`src/sv/las_pkg.sv`:
```
// Package for the LED animation sequencer.
// Holds pattern codes, strip size constants and the frame descriptor type.
// No dependencies.
`timescale 1ns / 1ps
`default_nettype none

package las_pkg;

    // strip size and derived widths
    localparam int PIXEL_COUNT = 16;
    localparam int PIX_W       = (PIXEL_COUNT > 1) ? $clog2(PIXEL_COUNT) : 1;
    localparam int IDX_W       = 4;

    // frame descriptor queue between front and back
    localparam int FRAME_Q_DEPTH = 2;

    // request kinds
    localparam logic KIND_START = 1'b0;
    localparam logic KIND_TICK  = 1'b1;

    // pattern codes
    localparam logic [3:0] PAT_SOLID   = 4'd0;
    localparam logic [3:0] PAT_FLASH   = 4'd1;
    localparam logic [3:0] PAT_CHASE   = 4'd2;
    localparam logic [3:0] PAT_RAINBOW = 4'd3;
    localparam logic [3:0] PAT_OFF     = 4'd4;
    localparam logic [3:0] PAT_WARMUP  = 4'd5;
    localparam logic [3:0] PAT_PULSE   = 4'd6;
    localparam logic [3:0] PAT_BREATHE = 4'd7;
    localparam logic [3:0] PAT_CELEB   = 4'd8;

    // one frame to be drawn by the back end
    typedef struct packed {
        logic [3:0]  pattern;
        logic [23:0] color;
        logic [7:0]  step;
        logic        half;
        logic        last;
    } t_frame;

endpackage

`default_nettype wire

```
`src/sv/las_frame_queue.sv`:
```
// Short frame descriptor queue between the front and back ends.
// Depends on las_pkg (t_frame, FRAME_Q_DEPTH).
`timescale 1ns / 1ps
`default_nettype none

module las_frame_queue
    import las_pkg::*;
(
    input  logic   i_clk,
    input  logic   i_rst_n,
    input  logic   i_push,
    input  t_frame i_data,
    output logic   o_full,
    input  logic   i_pop,
    output logic   o_valid,
    output t_frame o_data
);

    localparam int PTR_W = (FRAME_Q_DEPTH > 1) ? $clog2(FRAME_Q_DEPTH) : 1;
    localparam int CNT_W = $clog2(FRAME_Q_DEPTH + 1);

    t_frame             r_mem [FRAME_Q_DEPTH];
    logic [PTR_W-1:0]   r_wr;
    logic [PTR_W-1:0]   r_rd;
    logic [CNT_W-1:0]   r_count;
    logic               do_push;
    logic               do_pop;

    assign o_full  = (r_count == CNT_W'(FRAME_Q_DEPTH));
    assign o_valid = (r_count != '0);
    assign o_data  = r_mem[r_rd];
    assign do_push = i_push && !o_full;
    assign do_pop  = i_pop && o_valid;

    // pointers and fill count
    always_ff @(posedge i_clk) begin
        if (!i_rst_n) begin
            r_wr    <= '0;
            r_rd    <= '0;
            r_count <= '0;
        end else begin
            if (do_push) begin
                r_wr <= (r_wr == PTR_W'(FRAME_Q_DEPTH - 1)) ? '0 : r_wr + 1'b1;
            end
            if (do_pop) begin
                r_rd <= (r_rd == PTR_W'(FRAME_Q_DEPTH - 1)) ? '0 : r_rd + 1'b1;
            end
            if (do_push && !do_pop) begin
                r_count <= r_count + 1'b1;
            end else if (do_pop && !do_push) begin
                r_count <= r_count - 1'b1;
            end
        end
    end

    // storage
    always_ff @(posedge i_clk) begin
        if (do_push) begin
            r_mem[r_wr] <= i_data;
        end
    end

`ifndef SYNTHESIS
    a_count_bound: assert property (@(posedge i_clk) disable iff (!i_rst_n)
        r_count <= CNT_W'(FRAME_Q_DEPTH))
        else $error("frame queue count above depth");
`endif

endmodule

`default_nettype wire

```
`src/sv/las_front.sv`:
```
// Front end: accepts start and tick requests, keeps the pattern state and
// queues one descriptor per frame to draw. Depends on las_pkg.
`timescale 1ns / 1ps
`default_nettype none

module las_front
    import las_pkg::*;
(
    input  logic        i_clk,
    input  logic        i_rst_n,
    input  logic        i_push,
    input  logic        i_q_full,
    input  logic        i_kind,
    input  logic [3:0]  i_pattern_code,
    input  logic [23:0] i_rgb_color,
    output logic        o_frame_push,
    output t_frame      o_frame
);

    // inter-frame delays in milliseconds
    localparam logic [7:0] DLY_FLASH   = 8'd150;
    localparam logic [7:0] DLY_CHASE   = 8'd50;
    localparam logic [7:0] DLY_RAINBOW = 8'd10;
    localparam logic [7:0] DLY_WARMUP  = 8'd50;
    localparam logic [7:0] DLY_PULSE   = 8'd200;
    localparam logic [7:0] DLY_BREATHE = 8'd80;
    localparam logic [7:0] DLY_CELEB   = 8'd20;
    localparam logic [7:0] DLY_DEFAULT = 8'd1;

    logic        r_busy;
    logic [3:0]  r_pat;
    logic [23:0] r_color;
    logic [2:0]  r_rc;
    logic [7:0]  r_step;
    logic        r_half;
    logic [7:0]  r_wait;

    logic        n_busy;
    logic [7:0]  n_wait;

    // state after start or advance
    logic [3:0]  a_pat;
    logic [23:0] a_color;
    logic [2:0]  a_rc;
    logic [7:0]  a_step;
    logic        a_half;
    logic        a_last;
    logic        emit;
    logic        accept;
    logic [2:0]  rc_inc;
    logic [7:0]  step_inc;

    function automatic logic [7:0] frame_delay(input logic [3:0] pat);
        logic [7:0] d;
        unique case (pat)
            PAT_FLASH:   d = DLY_FLASH;
            PAT_CHASE:   d = DLY_CHASE;
            PAT_RAINBOW: d = DLY_RAINBOW;
            PAT_WARMUP:  d = DLY_WARMUP;
            PAT_PULSE:   d = DLY_PULSE;
            PAT_BREATHE: d = DLY_BREATHE;
            PAT_CELEB:   d = DLY_CELEB;
            default:     d = DLY_DEFAULT;
        endcase
        return d;
    endfunction

    function automatic logic is_last(input logic [3:0] pat, input logic [2:0] rc,
                                     input logic half, input logic [7:0] step);
        logic l;
        unique case (pat)
            PAT_FLASH:   l = (rc >= 3'd2) && half;
            PAT_PULSE:   l = (rc >= 3'd4) && half;
            PAT_CHASE,
            PAT_RAINBOW,
            PAT_CELEB:   l = half;
            PAT_WARMUP:  l = half && (step <= 8'd50);
            PAT_BREATHE: l = (rc >= 3'd2) && half && (step == 8'd0);
            default:     l = 1'b1;
        endcase
        return l;
    endfunction

    assign accept   = i_push && !i_q_full;
    assign rc_inc   = r_rc + 3'd1;
    assign step_inc = r_step + 8'd1;

    // start a pattern or step the running one
    always_comb begin
        a_pat   = r_pat;
        a_color = r_color;
        a_rc    = r_rc;
        a_step  = r_step;
        a_half  = r_half;
        emit    = 1'b0;
        if (accept) begin
            if (i_kind == KIND_START) begin
                if (i_pattern_code <= PAT_CELEB) begin
                    a_pat   = i_pattern_code;
                    a_color = i_rgb_color;
                    a_rc    = '0;
                    a_half  = 1'b0;
                    a_step  = (i_pattern_code == PAT_WARMUP) ? 8'd50 : 8'd0;
                    emit    = 1'b1;
                end
            end else if (r_busy && r_wait <= 8'd1) begin
                emit = 1'b1;
                unique case (r_pat)
                    PAT_FLASH, PAT_PULSE: begin
                        a_half = !r_half;
                        if (r_half) a_rc = rc_inc;
                    end
                    PAT_CHASE: begin
                        if (step_inc >= 8'(PIXEL_COUNT)) begin
                            a_step = '0;
                            a_rc   = rc_inc;
                            if (rc_inc >= 3'd3) a_half = 1'b1;
                        end else begin
                            a_step = step_inc;
                        end
                    end
                    PAT_RAINBOW: begin
                        if (r_step == 8'd255) a_half = 1'b1;
                        else a_step = step_inc;
                    end
                    PAT_WARMUP: begin
                        if (!r_half) begin
                            if (r_step >= 8'd150) a_half = 1'b1;
                            else a_step = r_step + 8'd10;
                        end else begin
                            a_step = r_step - 8'd10;
                        end
                    end
                    PAT_BREATHE: begin
                        if (!r_half) begin
                            if (r_step >= 8'd100) a_half = 1'b1;
                            else a_step = r_step + 8'd5;
                        end else if (r_step == 8'd0) begin
                            a_half = 1'b0;
                            a_rc   = rc_inc;
                        end else begin
                            a_step = r_step - 8'd5;
                        end
                    end
                    PAT_CELEB: begin
                        if (r_step >= 8'd248) begin
                            a_step = '0;
                            a_rc   = rc_inc;
                            if (rc_inc >= 3'd3) a_half = 1'b1;
                        end else begin
                            a_step = r_step + 8'd8;
                        end
                    end
                    default: begin
                    end
                endcase
            end
        end
    end

    // busy flag and delay counter
    always_comb begin
        a_last = is_last(a_pat, a_rc, a_half, a_step);
        n_busy = r_busy;
        n_wait = r_wait;
        if (emit) begin
            n_busy = !a_last;
            n_wait = a_last ? 8'd0 : frame_delay(a_pat);
        end else if (accept && i_kind == KIND_TICK && r_busy) begin
            n_wait = r_wait - 8'd1;
        end
    end

    assign o_frame_push    = emit;
    assign o_frame.pattern = a_pat;
    assign o_frame.color   = a_color;
    assign o_frame.step    = a_step;
    assign o_frame.half    = a_half;
    assign o_frame.last    = a_last;

    always_ff @(posedge i_clk) begin
        if (!i_rst_n) begin
            r_busy  <= 1'b0;
            r_pat   <= PAT_SOLID;
            r_color <= '0;
            r_rc    <= '0;
            r_step  <= '0;
            r_half  <= 1'b0;
            r_wait  <= '0;
        end else begin
            r_busy  <= n_busy;
            r_pat   <= a_pat;
            r_color <= a_color;
            r_rc    <= a_rc;
            r_step  <= a_step;
            r_half  <= a_half;
            r_wait  <= n_wait;
        end
    end

`ifndef SYNTHESIS
    a_busy_has_delay: assert property (@(posedge i_clk) disable iff (!i_rst_n)
        r_busy |-> (r_wait != 8'd0))
        else $error("busy with no delay pending");
`endif

endmodule

`default_nettype wire

```
`src/sv/las_back.sv`:
```
// Back end: walks each queued frame pixel by pixel and holds the result
// register toward the output side. Depends on las_pkg.
`timescale 1ns / 1ps
`default_nettype none

module las_back
    import las_pkg::*;
(
    input  logic             i_clk,
    input  logic             i_rst_n,
    input  logic             i_q_valid,
    input  t_frame           i_frame,
    output logic             o_q_pop,
    input  logic             i_pop,
    output logic             o_empty,
    output logic [IDX_W-1:0] o_pixel_index,
    output logic [7:0]       o_red,
    output logic [7:0]       o_green,
    output logic [7:0]       o_blue,
    output logic             o_frame_end,
    output logic             o_pattern_finished
);

    localparam logic [7:0] WHEEL_SEG1 = 8'd85;
    localparam logic [7:0] WHEEL_SEG2 = 8'd170;
    localparam logic [PIX_W-1:0] PIX_LAST = PIX_W'(PIXEL_COUNT - 1);

    logic             r_out_valid;
    logic [PIX_W-1:0] r_cnt;
    logic [IDX_W-1:0] r_idx;
    logic [23:0]      r_rgb;
    logic             r_end;
    logic             r_fin;
    logic             load;
    logic             cnt_last;
    logic [23:0]      pix_rgb;

    // color wheel: red-green-blue over 256 positions
    function automatic logic [23:0] wheel(input logic [7:0] pos);
        logic [7:0] p;
        logic [7:0] q;
        logic [9:0] q3;
        logic [23:0] c;
        p = 8'd255 - pos;
        if (p < WHEEL_SEG1) begin
            q  = p;
            q3 = 10'(q) * 10'd3;
            c  = {8'd255 - q3[7:0], 8'd0, q3[7:0]};
        end else if (p < WHEEL_SEG2) begin
            q  = p - WHEEL_SEG1;
            q3 = 10'(q) * 10'd3;
            c  = {8'd0, q3[7:0], 8'd255 - q3[7:0]};
        end else begin
            q  = p - WHEEL_SEG2;
            q3 = 10'(q) * 10'd3;
            c  = {q3[7:0], 8'd255 - q3[7:0], 8'd0};
        end
        return c;
    endfunction

    function automatic logic [23:0] pixel_color(input t_frame f, input logic [7:0] i);
        logic [23:0] c;
        unique case (f.pattern)
            PAT_SOLID:            c = f.color;
            PAT_FLASH, PAT_PULSE: c = f.half ? 24'd0 : f.color;
            PAT_CHASE:            c = (f.half || i != f.step) ? 24'd0 : f.color;
            PAT_RAINBOW,
            PAT_CELEB:            c = f.half ? 24'd0 : wheel(i + f.step);
            PAT_WARMUP:           c = {f.step, 1'b0, f.step[7:1], 8'd0};
            PAT_BREATHE:          c = {16'd0, f.step};
            default:              c = 24'd0;
        endcase
        return c;
    endfunction

    assign load     = i_q_valid && (!r_out_valid || i_pop);
    assign cnt_last = (r_cnt == PIX_LAST);
    assign o_q_pop  = load && cnt_last;
    assign pix_rgb  = pixel_color(i_frame, 8'(r_cnt));

    // pixel counter and output valid
    always_ff @(posedge i_clk) begin
        if (!i_rst_n) begin
            r_out_valid <= 1'b0;
            r_cnt       <= '0;
        end else begin
            if (load) begin
                r_out_valid <= 1'b1;
                r_cnt       <= cnt_last ? '0 : r_cnt + 1'b1;
            end else if (i_pop) begin
                r_out_valid <= 1'b0;
            end
        end
    end

    // result register
    always_ff @(posedge i_clk) begin
        if (load) begin
            r_idx <= IDX_W'(r_cnt);
            r_rgb <= pix_rgb;
            r_end <= cnt_last;
            r_fin <= i_frame.last;
        end
    end

    assign o_empty            = !r_out_valid;
    assign o_pixel_index      = r_idx;
    assign o_red              = r_rgb[23:16];
    assign o_green            = r_rgb[15:8];
    assign o_blue             = r_rgb[7:0];
    assign o_frame_end        = r_end;
    assign o_pattern_finished = r_fin;

`ifndef SYNTHESIS
    a_mid_frame_has_desc: assert property (@(posedge i_clk) disable iff (!i_rst_n)
        (r_cnt != '0) |-> i_q_valid)
        else $error("pixel walk without a frame descriptor");
    a_end_on_last_pixel: assert property (@(posedge i_clk) disable iff (!i_rst_n)
        (r_out_valid && r_end) |-> (r_idx == IDX_W'(PIX_LAST)))
        else $error("frame end on a pixel that is not the last");
    a_next_after_end: assert property (@(posedge i_clk) disable iff (!i_rst_n)
        (load && cnt_last) |=> (r_cnt == '0))
        else $error("pixel counter did not wrap after frame end");
`endif

endmodule

`default_nettype wire

```
`src/sv/led_animation_sequencer_unit.sv`:
```
// LED animation sequencer, top level.
// Instantiates las_front, las_frame_queue and las_back; uses las_pkg.
// Usage:
//   Request side is a queue write port: push with i_kind, i_pattern_code
//   and i_rgb_color, taken on a clock edge where full is low. Kind start
//   selects a pattern and draws its first frame; kind tick is one
//   millisecond and draws the next frame when the pattern's delay runs out.
//   Result side is a queue read port: while empty is low the oldest pixel
//   is on the result ports, taken on an edge with pop high.
//   Each frame is PIXEL_COUNT pixels, pixel 0 first, o_frame_end on the last
//   one, o_pattern_finished on every pixel of a pattern's final frame.
// Timing:
//   The front end takes one request per cycle while full is low. A request
//   that draws a frame puts it in a two-entry frame queue; with the back
//   end idle its first pixel passes through the frame queue and then the
//   result register to the ports. The back end emits one pixel per cycle
//   while pop keeps the result register free. When the receiver stalls
//   the result register holds, the frame queue fills and full rises.
// Reset: i_rst_n low on an edge clears the sequencer to idle, empties both
//   queues and discards any frame in progress.
`timescale 1ns / 1ps
`default_nettype none

module led_animation_sequencer_unit
    import las_pkg::*;
(
    input  logic             i_clk,
    input  logic             i_rst_n,
    input  logic             push,
    output logic             full,
    input  logic             i_kind,
    input  logic [3:0]       i_pattern_code,
    input  logic [23:0]      i_rgb_color,
    output logic             empty,
    input  logic             pop,
    output logic [IDX_W-1:0] o_pixel_index,
    output logic [7:0]       o_red,
    output logic [7:0]       o_green,
    output logic [7:0]       o_blue,
    output logic             o_frame_end,
    output logic             o_pattern_finished
);

    logic   frame_push;
    t_frame frame_in;
    logic   q_full;
    logic   q_valid;
    t_frame q_frame;
    logic   q_pop;

    assign full = q_full;

    // request decode and pattern state
    las_front u_front (
        .i_clk          (i_clk),
        .i_rst_n        (i_rst_n),
        .i_push         (push),
        .i_q_full       (q_full),
        .i_kind         (i_kind),
        .i_pattern_code (i_pattern_code),
        .i_rgb_color    (i_rgb_color),
        .o_frame_push   (frame_push),
        .o_frame        (frame_in)
    );

    // frames waiting to be drawn
    las_frame_queue u_queue (
        .i_clk   (i_clk),
        .i_rst_n (i_rst_n),
        .i_push  (frame_push),
        .i_data  (frame_in),
        .o_full  (q_full),
        .i_pop   (q_pop),
        .o_valid (q_valid),
        .o_data  (q_frame)
    );

    // pixel generation and result register
    las_back u_back (
        .i_clk              (i_clk),
        .i_rst_n            (i_rst_n),
        .i_q_valid          (q_valid),
        .i_frame            (q_frame),
        .o_q_pop            (q_pop),
        .i_pop              (pop),
        .o_empty            (empty),
        .o_pixel_index      (o_pixel_index),
        .o_red              (o_red),
        .o_green            (o_green),
        .o_blue             (o_blue),
        .o_frame_end        (o_frame_end),
        .o_pattern_finished (o_pattern_finished)
    );

endmodule

`default_nettype wire
```
`config.mk`:
```
export PLATFORM = sky130hd
export DESIGN_NAME = led_animation_sequencer_unit
export DESIGN_NICKNAME = d
export VERILOG_FILES = /design/src/sv/las_pkg.sv /design/src/sv/las_frame_queue.sv /design/src/sv/las_front.sv /design/src/sv/las_back.sv /design/src/sv/led_animation_sequencer_unit.sv
export SDC_FILE = /design/constraint.sdc
export NUM_CORES = 1
export LEC_CHECK = 0
export BUFFER_PORTS_ARGS = -buffer_cell sky130_fd_sc_hd__buf_2
export CAP_MARGIN = 20
export CORE_UTILIZATION = 25
export CTS_CLUSTER_SIZE = 8
export DETAILED_ROUTE_END_ITERATION = 6
export SLEW_MARGIN = 20
export SYNTH_ARGS = -nofsm -noshare
export SYNTH_HDL_FRONTEND = slang
export SYNTH_SLANG_ARGS = --single-unit
```
`constraint.sdc`:
```
create_clock -name i_clk -period 15.5 [get_ports i_clk]
set_input_delay 3.1 -clock i_clk [delete_from_list [all_inputs] [get_ports i_clk]]
set_output_delay 3.1 -clock i_clk [all_outputs]
set_load 0.03 [all_outputs]
```
## Yosys cells after proc, flatten, opt, wreduce, memory -nomap -nowiden

Memory sizes are Yosys's and may differ from the RTL's. A register that Yosys moved wholly into a read port is not among the register bits.
Cells that the tools add are included.

- Flip-flop bits (word level): 88
- Bits in writable memories: 76
- Bits of input ports: 33
- Output and inout port bits: 32
- Word-level logic and storage cells: 182
- Memories: 1

- $add $sub $neg: 20
- Multipliers: 3
- Magnitude comparators: 12
- Eq/ne operators: 26
- Multiplexer cells: 70
- Reduce and logical (&&, ||, !) cells: 34

Memory list:

| name | depth | bits a word | read ports | clocked after memory_dff | write ports | line | text |
|---|---|---|---|---|---|---|---|
| u_queue.r_mem | 2 | 38 | 1 | 1 | 1 | las_frame_queue.sv:22 | `t_frame r_mem [FRAME_Q_DEPTH];` |

Operators with widths:

| cell | number |
|---|---|
| 24-bit 2-to-1 mux | 8 |
| 24-bit case mux with 6 select lines | 1 |
| 8-bit 2-to-1 mux | 15 |
| 8-bit case mux with 6 select lines | 1 |
| 4-bit by 3-bit equality test with 1-bit output (second input constant) | 10 |
| 8-bit case mux with 5 select lines | 1 |
| 8-bit subtractor (first input constant) | 4 |
| 3-bit 2-to-1 mux | 9 |
| 1-bit 2-to-1 mux | 25 |
| 4-bit by 2-bit equality test with 1-bit output (second input constant) | 6 |
| 8-bit by 2-bit multiplier with 8-bit output (second input constant) | 3 |
| 8-bit by 4-bit adder with 8-bit output (second input constant) | 2 |
| 4-bit equality test (second input constant) | 4 |
| 8-bit >= comparator (second input constant) | 2 |
| 8-bit logical NOT | 2 |
| 4-bit 2-to-1 mux | 4 |
| 1-bit logical AND | 14 |
| 4-bit by 1-bit equality test with 1-bit output (second input constant) | 3 |
| 3-bit case mux with 4 select lines | 1 |
| 4-bit by 8-bit adder with 8-bit output | 1 |
| 8-bit by 1-bit adder with 8-bit output (second input constant) | 1 |
| 8-bit by 3-bit adder with 8-bit output (second input constant) | 1 |
| 8-bit equality test (second input constant) | 1 |
| 8-bit by 5-bit >= comparator with 1-bit output (second input constant) | 1 |
| 30 further kinds | 45 |

## Longest topological paths before layout

- Word-level depth: 13
- Depth in mapped cells: 23
- Depth with buffers taken out: 22

## By module

From an unflattened synthesis, not the netlist that was laid out.

- Cells, all modules: 1094
- Area, all modules: 10566.4 sq um

By module, submodules not included:

| module | times used | cells each | area each (sq um) | sequential area each (sq um) |
|---|---|---|---|---|
| las_front | 1 | 618 | 4416.7 | 980.9 |
| las_back | 1 | 333 | 3170.5 | 1001.0 |
| las_frame_queue | 1 | 143 | 2979.1 | 2382.3 |

## Worst setup path before layout

OpenSTA, ideal clock, no wires.

- Path kind: input port to flip-flop
- From: input i_pattern_code[0]
- To: memory u_queue.r_mem[0][0] (netlist bit) (enable)
- Setup time: 433 ps
- Arrival: 5766 ps
- Data required time: 15067 ps
- Slack: 9300 ps
- Cell stages on the path: 5
- Cell sequence: o31ai_2 > nand4_2 > clkbuf_1 > and2_0 > nor2_1

- Longest elaborated chain between the ends: 7

RTL lines:

| item | line | text |
|---|---|---|
| start, declared | led_animation_sequencer_unit.sv:32 | `input logic [3:0] i_pattern_code,` |
| 4-bit less-or-equal comparator | las_front.sv:98 | `if (i_pattern_code <= PAT_CELEB) begin` |
| 1-bit 2-to-1 mux | las_front.sv:98 |  |
| 1-bit 2-to-1 mux | las_front.sv:97 | `if (i_kind == KIND_START) begin` |
| 1-bit 2-to-1 mux | las_front.sv:96 | `if (accept) begin` |
| 1-bit logical AND | las_frame_queue.sv:32 | `assign do_push = i_push && !o_full;` |
| 1-bit 2-to-1 mux | las_frame_queue.sv:58 | `if (do_push) begin` |
| 1-bit 2-to-1 mux (not written as such) | las_frame_queue.sv:59 | `r_mem[r_wr] <= i_data;` |
| end, declared | las_frame_queue.sv:22 |  |

Every way passes these cells.

==> impl_metrics.csv <==
group,metric,value,unit
final_layout,drive_gt1_share,15.7,%
critical_path,r2r_setup_slack,9.83,ns
synthesis,syn_nets,1071,
routing,detail_route.wirelength,26.5,mm
global_routing,antenna_found_initial,2,
timing,slew_violations,0,
placement,hpwlAfterDp,19.6,mm
critical_path,crit_path_end_kind,"flop",
clock_tree,cts-htree-levels,4,
clock_tree,cts_buffers,17,
outcome,status,"finished clean",
synthesis,synth-async-reset-ratio,0,%
routing,ant_nets,0,
routing,wl_per_cell,17.0,um
routing,vias,7679,
synthesis,yosys_warnings,0,
timing,finalClockSkew,0.00689,ns
die,core_area,39000,sq um
critical_path,worst_setup_path_start_kind,"input port",
synthesis,netlist_instances,983,
synthesis,synth-edff-count,106,
power_and_ir_drop,netSwitchingPower,0.329,mW
clock_tree,clk_pin_slew,0.07,ns
synthesis,syn-mean-instance-area,10.2,sq um
timing,setup_violations,0,
placement,gp_congestion,0.922,
timing,hold_violations,0,
final_layout,final_area,11400,sq um
die,fp-row-count,72,
hold_path,hp-class,"reg2reg",
timing,fin_crit_sh,38.6,%
job,max_cap_viol_count,0,
hold_path,min_from,"u_back.r_cnt[3]",
routing,viasPerCell,4.92,
synthesis,synth-main-ff-cell,"edfxtp_1",
critical_path,r2r_cells,21,
critical_path,required,15.68,ns
timing,finalSetupTns,0,ns
clock_tree,hold_buffers,0,
die,die_area,40700,sq um
global_routing,grt.total_usage,13.1,%
timing,worstMarginPinSlew,1.00,ns
power_and_ir_drop,internal-power,0.795,mW
clock_tree,clockBufferDepth,2,
placement,portBuffers,64,
routing,drcViolationCount,0,
timing,slew_headroom,32.6,%
final_layout,diodes,0,
critical_path,r2r-end,"u_back.r_rgb[15]",
clock_tree,clkLatencyLatePin,0.44,ns
critical_path,worst-setup-path-type,"in2reg",
synthesis,synth_area,9980,sq um
clock_tree,cts_num_sinks,165,
final_layout,final_nets,1117,
synthesis,synth.distinct_cells,87,
placement,place_ws,9.11,ns
synthesis,yosys_register_bits,165,
critical_path,path_cells,"buf_2 -> inv_1 -> nand4_2 -> buf_4 -> mux2i_1 -> clkinv_1 -> nand4_1 -> or4_4 -> nor4_4 -> o221ai_2 -> a31oi_2 -> nand2b_1",
placement,place_area,10800,sq um
die,io_pins,65,
power_and_ir_drop,power_per_cell_area,98.4,nW/um^2
clock_tree,cts_tree,"built",
global_routing,grt_pass1_vias,7377,
synthesis,ys_seq_area_share,43.7,%
critical_path,crit_fanout,33,
power_and_ir_drop,power_frac_seq,44.3,%
power_and_ir_drop,pwr-share-comb,19.5,%
critical_path,worst-path-buf-inv,4,
critical_path,max_stage_delay,0.64,ns
die,die_h,202,um
die,start_util,25.6,%
die,die_w,202,um
timing,rsz0062_at_grt,"false",
timing,period_needed,5.99,ns
hold_path,holdPathEnd,"u_back.o_pixel_index[3]",
global_routing,grt_pass1_wl,41.8,mm
clock_tree,root_buffer,"clkbuf_16",
power_and_ir_drop,power.leakage,4.07,nW
critical_path,worstPathArrival,6.17,ns
global_routing,grt_overflow,0,
timing,fmax,167,MHz
power_and_ir_drop,p_total,1.12,mW
final_layout,syn2layout_area_growth,14.5,%
hold_path,hold_depth,0,
power_and_ir_drop,ir_drop,80.3,uV
clock_tree,cts_resized,0,
routing,first_iter_violations,662,
power_and_ir_drop,clockPowerShare,36.2,%
clock_tree,post-cts-setup-buffers,0,
critical_path,cp.depth,12,
final_layout,final_util,29.3,%
power_and_ir_drop,netSwitchingFraction,29.2,%
critical_path,cp_top_family,"buffers and inverters",
timing,setup_slack,9.51,ns
routing,detail_route.first_pass.iterations,5,
critical_path,worst_path_max_delay_cell,"mux2i_1",
global_routing,grt_max_degree,42,
## cell families after synthesis
group,share of synthesized area (%)
AOI/OAI and AO/OA,17.1
xor gates and xnor gates,4.79
DFF,43.7
muxes,7.49
buffers and inverters,3.81
adders and majority gates,7.12
and+or+nand+nor,16.0
## state kept, by name, indices dropped and copies added, names as in the netlist, named ones only
register	cells
u_front.r_color	24
u_front.r_rc	3
u_queue.r_wr	1
u_front.r_wait	8
u_back.o_pixel_index	4
u_front.r_pat	4
u_back.r_rgb	24
u_back.r_out_valid	1
u_queue.r_count	2
u_queue.r_rd	1
u_front.r_half	1
u_back.r_cnt	4
u_front.r_step	8
u_back.o_pattern_finished	1
u_back.o_frame_end	1
u_front.r_busy	1
u_queue.r_mem	76
## cells in the final DEF, fill, tap and decap left out, types with 4 or more instances in the layout
cell type and n:
ha_1 52, o32ai_1 7, and2_1 39, o21bai_1 11, nor3_1 21, xor2_1 19
clkbuf_16 17, o211ai_1 15, nor2b_1 7, nand3_1 26, a211o_1 5, a31oi_1 12
nand2_1 56, a211oi_1 5, buf_2 64, o221ai_1 18, o21ai_0 40, mux2_2 29
or3_1 6, a21o_1 14, nor2_1 66, inv_6 5, nand2b_1 16, nand4_1 5
nor4_1 10, a21oi_1 53, o21a_1 7, xnor2_1 33, dfxtp_1 58, buf_4 10
and3_1 6, o22a_1 4, mux2i_1 42, o22ai_1 9, inv_1 50, edfxtp_1 106
o311a_1 4, nand3b_1 4
## how the worst max path moves through the flow
stage	startpoint	end	slack, ns
detailed placement	i_pattern_code[0]	u_queue.r_mem[1][0]	9.11
floorplan	i_pattern_code[0]	u_queue.r_mem[0][0]	9.30
global placement	i_pattern_code[0]	u_queue.r_mem[0][0]	9.23
finish	i_kind	u_queue.r_mem[0][0]	9.51
CTS	i_pattern_code[0]	u_queue.r_mem[1][0]	9.57
global route	i_kind	u_front.r_wait[2]	9.28
## Yosys cell counts, drive strengths merged (4+ instances only)
master  number  area share (%)
edfxtp     106              32
nor2        67             2.5
dfxtp       59              12
nand2       56             2.1
a21oi       55             2.8
ha          52             6.5
inv         51             1.9
o21ai       43             2.2
mux2i       42             4.2
and2        41             2.6
clkbuf      34             1.3
xnor2       33             2.9
mux2        29             3.3
nand3       26             1.3
nor3        23             1.2
o221ai      19             1.7
xor2        19             1.7
nand2b      17             1.1
o211ai      15             1.1
a21o        14             1.1
a31oi       14             1.0
buf         13            0.58
nor4        12            0.97
o21bai      11            0.83
o22ai        9            0.56
and3         7            0.49
nor2b        7            0.44
o21a         7            0.53
o32ai        7            0.61
nand4        6            0.44
or3          6            0.38
a211o        5            0.44
a211oi       5            0.38
a221oi       4            0.41
nand3b       4            0.30
o22a         4            0.35
o311a        4            0.40
## layout make-up
| class | count | area [sq um] |
|---|---|---|
| sequential | 165 | 4370 |
| tap | 518 | 648 |
| inverter | 52 | 195 |
| timing repair buffer | 74 | 395 |
| fill | 4019 | 27600 |
| clock buffer | 18 | 429 |
| multi-input combinational | 719 | 5250 |
| clock inverter | 14 | 141 |
## routing by layer
| layer | share of wire (%) | global-route usage, % |
|---|---|---|
| met1 | 44 | 17.0 |
| met2 | 49 | 21.9 |
| met3 | 5.3 | 2.03 |
| met4 | 1.8 | 4.57 |
| met5 | 0.079 | 0 |
## per-stage QoR
stage / hold WS (ns) / instances
floorplan: 0.422 / 983
global placement: 0.461 / 1528
detailed placement: 0.450 / 1528
CTS: 0.462 / 1560
global route: 0.467 / 1560
finish: 0.459 / 1560
## power by group through the flow
stage / logic [mW] / registers, mW / clock network, mW
3_3_place_gp: 0.215 / 0.507 / 0
4_1_cts: 0.219 / 0.498 / 0.417
2_1_floorplan: 0.145 / 0.520 / 0
5_1_grt: 0.242 / 0.499 / 0.433
3_5_place_dp: 0.218 / 0.508 / 0
6_report: 0.219 / 0.498 / 0.407
Note: power is estimated with default switching activity, not from simulation.
